File: src/design/uds_pkg.sv
// Shared types, constants and byte classification helpers for the UTF-8 display sanitizer.
// No dependencies; every other design file refers to it by scoped names.
package uds_pkg;

  localparam int unsigned BundleBytes = 4;
  localparam int unsigned QueueDepth = 2;
  localparam int unsigned AddrWidth = 3;

  localparam logic [7:0] ReplReset = 8'h20;

  localparam logic [0:0] RegReplacement = 1'b0;

  localparam logic [7:0] CtrlLimit = 8'h20;
  localparam logic [7:0] DelByte = 8'h7F;
  localparam logic [7:0] C1Lead = 8'hC2;
  localparam logic [7:0] ContLow = 8'h80;
  localparam logic [7:0] C1High = 8'h9F;
  localparam logic [7:0] ContHigh = 8'hBF;
  localparam logic [7:0] Lead2High = 8'hDF;
  localparam logic [7:0] Lead3Low = 8'hE0;
  localparam logic [7:0] Lead3High = 8'hEF;
  localparam logic [7:0] Lead4Low = 8'hF0;
  localparam logic [7:0] Lead4High = 8'hF4;

  typedef struct packed {
    logic [BundleBytes-1:0][7:0] data;
    logic [1:0]                  last_idx;
    logic                        text_end;
  } bundle_t;

  function automatic logic is_ctrl(input logic [7:0] b);
    return (b < CtrlLimit) || (b == DelByte);
  endfunction

  function automatic logic is_cont(input logic [7:0] b);
    return (b >= ContLow) && (b <= ContHigh);
  endfunction

  function automatic logic is_c1(input logic [7:0] b);
    return (b >= ContLow) && (b <= C1High);
  endfunction

  function automatic logic [2:0] seq_len(input logic [7:0] b);
    logic [2:0] len;
    len = 3'd0;
    if ((b >= C1Lead) && (b <= Lead2High)) len = 3'd2;
    else if ((b >= Lead3Low) && (b <= Lead3High)) len = 3'd3;
    else if ((b >= Lead4Low) && (b <= Lead4High)) len = 3'd4;
    return len;
  endfunction

  function automatic logic [7:0] rescan(input logic [7:0] b, input logic [7:0] repl);
    return is_c1(b) ? repl : b;
  endfunction

endpackage

File: src/design/uds_front.sv
// Front end: accepts text bytes, tracks the pending multi-byte sequence and
// builds a bundle of up to four output bytes per input. Depends on uds_pkg.
module uds_front (
  input  logic               clk_i,
  input  logic               rst_ni,
  input  logic               accept_i,
  input  logic [7:0]         in_byte_i,
  input  logic               in_last_i,
  input  logic [7:0]         repl_i,
  output logic               bundle_vld_o,
  output uds_pkg::bundle_t   bundle_o
);

  logic [7:0] lead_q, lead_d;
  logic [7:0] held_q [2];
  logic [7:0] held_d [2];
  logic [1:0] hcnt_q, hcnt_d;
  logic [2:0] elen_q, elen_d;

  logic [7:0] obuf [uds_pkg::BundleBytes];
  logic [2:0] n;
  logic       pending;
  logic       fresh;
  logic [2:0] blen;

  always_comb begin
    lead_d    = lead_q;
    held_d[0] = held_q[0];
    held_d[1] = held_q[1];
    hcnt_d    = hcnt_q;
    elen_d    = elen_q;
    for (int k = 0; k < uds_pkg::BundleBytes; k++) obuf[k] = 8'h00;
    n       = 3'd0;
    fresh   = 1'b0;
    pending = (elen_q != 3'd0);
    blen    = uds_pkg::seq_len(in_byte_i);

    if (pending) begin
      if ((lead_q == uds_pkg::C1Lead) && (hcnt_q == 2'd0) && uds_pkg::is_c1(in_byte_i)) begin
        obuf[n[1:0]] = repl_i;
        n = n + 3'd1;
        lead_d = 8'h00;
        hcnt_d = 2'd0;
        elen_d = 3'd0;
      end else if (uds_pkg::is_cont(in_byte_i)) begin
        if (({1'b0, hcnt_q} + 3'd2) >= elen_q) begin
          obuf[n[1:0]] = lead_q;
          n = n + 3'd1;
          if (hcnt_q >= 2'd1) begin
            obuf[n[1:0]] = held_q[0];
            n = n + 3'd1;
          end
          if (hcnt_q >= 2'd2) begin
            obuf[n[1:0]] = held_q[1];
            n = n + 3'd1;
          end
          obuf[n[1:0]] = in_byte_i;
          n = n + 3'd1;
          lead_d = 8'h00;
          hcnt_d = 2'd0;
          elen_d = 3'd0;
        end else begin
          held_d[hcnt_q[0]] = in_byte_i;
          hcnt_d = hcnt_q + 2'd1;
          if (in_last_i) begin
            obuf[n[1:0]] = lead_q;
            n = n + 3'd1;
            if (hcnt_q >= 2'd1) begin
              obuf[n[1:0]] = uds_pkg::rescan(held_q[0], repl_i);
              n = n + 3'd1;
            end
            obuf[n[1:0]] = uds_pkg::rescan(in_byte_i, repl_i);
            n = n + 3'd1;
            lead_d = 8'h00;
            hcnt_d = 2'd0;
            elen_d = 3'd0;
          end
        end
      end else begin
        obuf[n[1:0]] = lead_q;
        n = n + 3'd1;
        if (hcnt_q >= 2'd1) begin
          obuf[n[1:0]] = uds_pkg::rescan(held_q[0], repl_i);
          n = n + 3'd1;
        end
        if (hcnt_q >= 2'd2) begin
          obuf[n[1:0]] = uds_pkg::rescan(held_q[1], repl_i);
          n = n + 3'd1;
        end
        lead_d = 8'h00;
        hcnt_d = 2'd0;
        elen_d = 3'd0;
        fresh  = 1'b1;
      end
    end else begin
      fresh = 1'b1;
    end

    if (fresh) begin
      if (uds_pkg::is_ctrl(in_byte_i)) begin
        obuf[n[1:0]] = repl_i;
        n = n + 3'd1;
      end else if (blen != 3'd0) begin
        if (in_last_i) begin
          obuf[n[1:0]] = in_byte_i;
          n = n + 3'd1;
        end else begin
          lead_d = in_byte_i;
          hcnt_d = 2'd0;
          elen_d = blen;
        end
      end else begin
        obuf[n[1:0]] = uds_pkg::rescan(in_byte_i, repl_i);
        n = n + 3'd1;
      end
    end
  end

  always_comb begin
    for (int k = 0; k < uds_pkg::BundleBytes; k++) bundle_o.data[k] = obuf[k];
    bundle_o.last_idx = 2'(n - 3'd1);
    bundle_o.text_end = in_last_i;
    bundle_vld_o      = accept_i && (n != 3'd0);
  end

  always_ff @(posedge clk_i or negedge rst_ni) begin
    if (!rst_ni) begin
      lead_q <= 8'h00;
      hcnt_q <= 2'd0;
      elen_q <= 3'd0;
    end else if (accept_i) begin
      lead_q <= lead_d;
      hcnt_q <= hcnt_d;
      elen_q <= elen_d;
    end
  end

  always_ff @(posedge clk_i) begin
    if (accept_i) begin
      held_q[0] <= held_d[0];
      held_q[1] <= held_d[1];
    end
  end

endmodule

File: src/design/uds_queue.sv
// Two-entry bundle queue between the front end and the back end.
// Depends on uds_pkg for the bundle type and depth.
module uds_queue (
  input  logic             clk_i,
  input  logic             rst_ni,
  input  logic             push_i,
  input  uds_pkg::bundle_t push_data_i,
  output logic             full_o,
  input  logic             pop_i,
  output uds_pkg::bundle_t head_o,
  output logic             nonempty_o
);

  uds_pkg::bundle_t mem_q [uds_pkg::QueueDepth];
  logic       wptr_q;
  logic       rptr_q;
  logic [1:0] cnt_q;
  logic       do_push;
  logic       do_pop;

  assign full_o     = (cnt_q == 2'(uds_pkg::QueueDepth));
  assign nonempty_o = (cnt_q != 2'd0);
  assign head_o     = mem_q[rptr_q];
  assign do_push    = push_i && !full_o;
  assign do_pop     = pop_i && nonempty_o;

  always_ff @(posedge clk_i) begin
    if (do_push) begin
      mem_q[wptr_q] <= push_data_i;
    end
  end

  always_ff @(posedge clk_i or negedge rst_ni) begin
    if (!rst_ni) begin
      wptr_q <= 1'b0;
      rptr_q <= 1'b0;
      cnt_q  <= 2'd0;
    end else begin
      if (do_push) wptr_q <= ~wptr_q;
      if (do_pop) rptr_q <= ~rptr_q;
      cnt_q <= cnt_q + 2'(do_push) - 2'(do_pop);
    end
  end

endmodule

File: src/design/uds_back.sv
// Back end: takes bundles from the queue and hands them out one byte per
// transfer with the run and text end flags. Depends on uds_pkg.
module uds_back (
  input  logic             clk_i,
  input  logic             rst_ni,
  input  uds_pkg::bundle_t head_i,
  input  logic             nonempty_i,
  output logic             q_pop_o,
  input  logic             pop_i,
  output logic             empty_o,
  output logic [7:0]       out_byte_o,
  output logic             run_last_o,
  output logic             text_end_o
);

  uds_pkg::bundle_t cur_q;
  logic       vld_q;
  logic [1:0] idx_q;
  logic       fire;
  logic       load;

  assign empty_o    = !vld_q;
  assign out_byte_o = cur_q.data[idx_q];
  assign run_last_o = (idx_q == cur_q.last_idx);
  assign text_end_o = run_last_o && cur_q.text_end;
  assign fire       = pop_i && vld_q;
  assign load       = !vld_q || (fire && run_last_o);
  assign q_pop_o    = load && nonempty_i;

  always_ff @(posedge clk_i) begin
    if (q_pop_o) begin
      cur_q <= head_i;
    end
  end

  always_ff @(posedge clk_i or negedge rst_ni) begin
    if (!rst_ni) begin
      vld_q <= 1'b0;
      idx_q <= 2'd0;
    end else if (load) begin
      vld_q <= nonempty_i;
      idx_q <= 2'd0;
    end else if (fire) begin
      idx_q <= idx_q + 2'd1;
    end
  end

endmodule

File: src/design/utf8_display_sanitizer.sv
// Top level of the UTF-8 display sanitizer: configuration register and the
// front end, bundle queue and back end. Depends on uds_pkg, uds_front, uds_queue, uds_back.
//
//   channel   handshake            payload
//   input     push / full          in_byte_i, in_last_i
//   result    pop / empty          out_byte_o, run_last_o, text_end_o
//   config    psel/penable/pwrite  paddr, pwdata, prdata (replacement byte at 0)
//
// One input byte is taken per cycle while the queue has room; it yields zero to
// four result bytes, delivered one per cycle by the back end while pop is held.
// Sustained rate is one byte per cycle in and out while pop is held; a burst of up
// to four results from one input holds the input off once the two-entry queue fills.
// Reset clears the pending sequence, the queue and the output slot; the
// replacement byte returns to 0x20. No clearing pass is needed.
module utf8_display_sanitizer (
  input  logic                          clk_i,
  input  logic                          rst_ni,
  input  logic                          push,
  output logic                          full,
  input  logic [7:0]                    in_byte_i,
  input  logic                          in_last_i,
  input  logic                          pop,
  output logic                          empty,
  output logic [7:0]                    out_byte_o,
  output logic                          run_last_o,
  output logic                          text_end_o,
  input  logic                          psel,
  input  logic                          penable,
  input  logic                          pwrite,
  input  logic [uds_pkg::AddrWidth-1:0] paddr,
  input  logic [31:0]                   pwdata,
  output logic [31:0]                   prdata,
  output logic                          pready
);

  logic [7:0]       repl_q;
  logic             accept;
  logic             bundle_vld;
  uds_pkg::bundle_t bundle;
  uds_pkg::bundle_t head;
  logic             q_nonempty;
  logic             q_pop;
  logic             reg_sel;

  assign pready  = 1'b1;
  assign reg_sel = (paddr[uds_pkg::AddrWidth-1] == uds_pkg::RegReplacement);
  assign prdata  = reg_sel ? {24'h000000, repl_q} : 32'h00000000;
  assign accept  = push && !full;

  always_ff @(posedge clk_i or negedge rst_ni) begin
    if (!rst_ni) begin
      repl_q <= uds_pkg::ReplReset;
    end else if (psel && penable && pwrite && pready && reg_sel) begin
      repl_q <= pwdata[7:0];
    end
  end

  uds_front u_front (
    .clk_i        (clk_i),
    .rst_ni       (rst_ni),
    .accept_i     (accept),
    .in_byte_i    (in_byte_i),
    .in_last_i    (in_last_i),
    .repl_i       (repl_q),
    .bundle_vld_o (bundle_vld),
    .bundle_o     (bundle)
  );

  uds_queue u_queue (
    .clk_i       (clk_i),
    .rst_ni      (rst_ni),
    .push_i      (bundle_vld),
    .push_data_i (bundle),
    .full_o      (full),
    .pop_i       (q_pop),
    .head_o      (head),
    .nonempty_o  (q_nonempty)
  );

  uds_back u_back (
    .clk_i      (clk_i),
    .rst_ni     (rst_ni),
    .head_i     (head),
    .nonempty_i (q_nonempty),
    .q_pop_o    (q_pop),
    .pop_i      (pop),
    .empty_o    (empty),
    .out_byte_o (out_byte_o),
    .run_last_o (run_last_o),
    .text_end_o (text_end_o)
  );

endmodule
File: config.mk
export PLATFORM = sky130hd
export DESIGN_NAME = utf8_display_sanitizer
export DESIGN_NICKNAME = d
export VERILOG_FILES = /design/src/design/uds_pkg.sv /design/src/design/uds_front.sv /design/src/design/uds_queue.sv /design/src/design/uds_back.sv /design/src/design/utf8_display_sanitizer.sv
export SDC_FILE = /design/constraint.sdc
export NUM_CORES = 1
export LEC_CHECK = 0
export BUFFER_PORTS_ARGS = -buffer_cell sky130_fd_sc_hd__buf_2
export CAP_MARGIN = 30
export CORE_MARGIN = 10
export CORE_UTILIZATION = 55
export CTS_CLUSTER_SIZE = 40
export DETAILED_ROUTE_END_ITERATION = 10
export HOLD_SLACK_MARGIN = 0.1
export PLACE_DENSITY = 0.76
export SKIP_CTS_REPAIR_TIMING = 1
export SYNTH_ARGS = -nofsm -noshare
export SYNTH_HDL_FRONTEND = slang
export SYNTH_SLANG_ARGS = --single-unit
File: constraint.sdc
create_clock -name clk_i -period 6.5 [get_ports clk_i]
set_input_delay 0.65 -clock clk_i [delete_from_list [all_inputs] [get_ports clk_i]]
set_output_delay 0.65 -clock clk_i [all_outputs]
set_load 0.005 [all_outputs]
==> flow_metrics.py <==
metrics = {
    "synth": {
        "synth.lib_cells_used.distinct": 77,
        "avgSynthCellArea_um2": 11.3,
        "cell_area_after_technology_mapping_um2": 8300,
        "synth_area_in_simple_gates_pct": 12.4,
        "postSynthRegisterBits": 149,
        "synth_compound_area_share_pct": 16.8,
        "multiplexer_share_of_the_synthesized_area_pct": 10.1,
        "synth_top_family_by_area": "compound AO/OA/AOI/OAI gates",
        "synth_async_sr_flop_share_pct": 18.8,
        "syn-instance-count": 735,
        "synth_enable_flop_cells": 121,
        "synthAdderAreaFrac_pct": 2.11,
        "synth-seq-area-share_pct": 52.2,
        "post_synth_xor_area_fraction_pct": 0.739,
        "synth-main-ff-cell": "sky130_fd_sc_hd__edfxtp_1",
        "yosysWarningCount": 0,
    },
    "cells_and_area": {
        "final_cell_count_no_fill": 957,
        "diodes": 0,
        "multi_input_area_um2": 3610,
        "syn_to_final_growth_pct": 10.1,
        "utilization_pct": 62.4,
        "postLayoutCellArea_um2": 9140,
        "most-common-layout-cells": "sky130_fd_sc_hd__edfxtp_1, sky130_fd_sc_hd__nand2_1, sky130_fd_sc_hd__nor2_1",
        "seqCellArea_um2": 4340,
        "nNetsFinal": 825,
        "most_frequent_standard_cell_in_the_layout_excluding_fill_and_tap_cells": "sky130_fd_sc_hd__edfxtp_1",
        "fillers": 1167,
        "post_route_cells_drive_above_1_share_pct": 20.3,
    },
    "clocking": {
        "ctsLongestPathBuffers": 2,
        "h-tree-depth": 4,
        "clock_latency_ns": 0.44,
        "tritoncts": "yes",
        "cts_buffers": 17,
        "cts.clk_slew.worst_paths_ns": 0.06,
        "numClockSinks": 149,
        "cts-root-buf": "sky130_fd_sc_hd__clkbuf_16",
    },
    "timing": {
        "clock.fmax_mhz": 222,
        "grt_setup_unrepaired": "false",
        "setup-violations-final": 0,
        "final_hold_viol_count": 0,
        "layout_min_cycle_time_ns": 4.51,
        "timing.final.crit_share_pct": 69.4,
        "number_of_pins_with_negative_max_slew_slack_in_the_final_report": 0,
        "worst_slew_pin_slew_ns": 0.929,
        "fin_tns_setup_ns": 0,
        "timing.slew.headroom_pct": 38.0,
        "finalClockSkew_ns": 0.0171,
    },
    "flow_run": {
        "maxCapViolations": 0,
    },
    "global_routing": {
        "largest_net_degree_at_the_start_of_global_routing": 38,
        "grtUsageTotal_pct": 23.4,
        "grt_pass1_wl_mm": 36.3,
        "grt_pass1_vias": 6305,
        "grt_overflow": 0,
        "antenna_found_initial": 0,
    },
    "die": {
        "dieArea_um2": 20400,
        "row_count": 44,
        "initial_utilization_pct": 56.7,
        "io_pins": 96,
        "die_width_um": 143,
        "chipHeight_um": 143,
        "standard_cell_core_area_um2": 14600,
    },
    "power_and_ir_drop": {
        "power.density_nw_per_um2": 371,
        "vdd.ir_drop.worst_uv": 274,
        "design_power_total_mw": 3.39,
        "static-leakage-power_nw": 3.34,
    },
    "setup_path": {
        "worstPathMaxFanout": 21,
        "timing.critical_path.cells": "inv_1 -> ha_1 -> nor2b_1 -> o21a_1 -> nor4_1 -> a41oi_1 -> nand3_1 -> ha_1 -> and2_1 -> or3b_1 -> o311a_1 -> o32ai_2",
        "critPathKind": "flop to flop",
        "cp-start-kind": "flop",
        "worst_ep_arrival_time_ns": 4.72,
        "critPathMostFrequentCell": "sky130_fd_sc_hd__ha_1",
        "data_required_critical_path_ns": 6.70,
        "worst_path_largest_cell_delay_ns": 0.73,
        "critical_path.slowest_cell": "sky130_fd_sc_hd__o21a_1",
        "critical_path.endpoint_type": "flop",
    },
    "place": {
        "detailed_place_hpwl_mm": 16.5,
        "buffer_ports.inserted": 44,
        "final_gp_congestion": 0.955,
        "place_inst": 925,
        "place_area_um2": 8550,
    },
    "detailed_routing": {
        "routed-via-count": 6260,
        "antenna_violating_nets_post_route": 0,
        "drt_wl_total_mm": 23.4,
        "drc_errors": 0,
        "wire_per_inst_um": 24.4,
        "detail_route.vias_per_cell": 6.54,
        "drt-pass1-iter-count": 6,
        "drt-initial-drc-count": 809,
    },
    "min_path": {
        "timing.hold.worst.class": "primary input to asynchronous set/reset pin",
    },
    "outcome": {
        "run_status": "complete, no violations",
    },
}
[stage by stage]
| step | worst slack, ns | hold WS (ns) |
|---|---|---|
| detailed placement | 2.02 | 0.490 |
| finish | 1.99 | 0.253 |
| global placement | 2.06 | 0.475 |
| global route | 1.75 | 0.298 |
| floorplan | 1.76 | 0.354 |
| CTS | 2.06 | 0.270 |
[layout make-up]
type	count	share of cell area, %
multi-input combinational	518	39.5
timing repair buffer	56	3.40
tap	184	2.52
clock buffer	21	5.04
inverter	18	0.740
sequential	149	47.5
clock inverter	11	1.37
[kinds of logic (layout without fill, tap and decap cells)]
logic type,after synthesis,count (layout)
AND/OR/NAND/NOR,208,208
XOR/XNOR,7,7
other,2,25
AO/OA/AOI/OAI,196,196
adder cells (fa/ha/maj),14,14
multiplexers,68,68
buffers and inverters,91,106
flip-flops,149,149
[critical path, delay by kind of cell, from the launching register on]
| kind | cells | cell delay (ns) |
|---|---|---|
| AO/OA/AOI/OAI | 4 | 1.64 |
| AND/OR/NAND/NOR | 5 | 1.36 |
| adder cells (fa/ha/maj) | 2 | 0.68 |
| flip-flops | 1 | 0.42 |
| buffers and inverters | 1 | 0.16 |
[synth_stat cells (all sizes together), types with 5 or more instances]
cell    instances  share of area, %
o31ai          11              0.99
clkbuf         33               1.5
or4             5              0.45
dfrtp          27               8.1
o22ai          14               1.1
a21oi          33               2.0
a211oi          6              0.60
a22o           13               1.4
o211ai          5              0.45
nor2b          11              0.83
o21ai          36               2.2
inv            17              0.77
nor2           56               2.6
ha             14               2.1
mux4            8               2.2
a31oi           5              0.38
nand2b          5              0.38
a32oi           5              0.53
nand2          66               3.0
nor3b           6              0.60
mux2i          15               1.8
nor3            9              0.60
a22oi           9              0.81
mux2           45               6.1
edfxtp        121                44
a221oi          8              0.84
nand3          11              0.66
buf            40               3.2
and2           13              0.98
[per-layer routing]
metal	global-route usage (%)	share of wire, %	wire (um)	vias to the layer above
met4	9.34	2.8	654	0
met3	6.20	7.8	1820	53
met1	30.0	42	9800	3084
met5	0	0	0	-
met2	37.1	47	11100	312
li1	-	-	-	2811
[registers in the layout, summed over array words and instances (netlist names)]
name / cells
u_front.elen_q: 3
u_back.vld_q: 1
u_front.held_q: 16
u_queue.wptr_q: 1
u_queue.mem_q: 70
repl_q: 8
u_back.idx_q: 2
u_front.hcnt_q: 2
u_front.lead_q: 8
u_back.cur_q: 35
u_queue.rptr_q: 1
u_queue.cnt_q: 2
[path summary, 6_finish.rpt]
check,start,to,slack (ns),depth (start not counted)
setup / recovery,u_front.hcnt_q[0]$_DFFE_PN0P_,u_queue.mem_q[0][25]$_DFFE_PP_,1.99,12
hold / removal,rst_ni,u_front.hcnt_q[0]$_DFFE_PN0P_,0.25,1
min in group clk_i,pwdata[1],repl_q[1]$_DFFE_PN0P_,0.44,2
hold reg to reg,u_queue.cnt_q[1]$_DFF_PN0_,u_queue.cnt_q[1]$_DFF_PN0_,0.50,1
setup reg to reg,u_front.hcnt_q[0]$_DFFE_PN0P_,u_queue.mem_q[0][25]$_DFFE_PP_,1.99,12
max in group asynchronous,rst_ni,u_back.vld_q$_DFFE_PN0P_,5.78,1
[power by group]
group	internal (mW)	switching [mW]	leakage (nW)
combinational	0.398	0.517	1.58
sequential	1.36	0.143	1.48
clock	0.586	0.387	0.284
(Power assumes the default switching activity.)
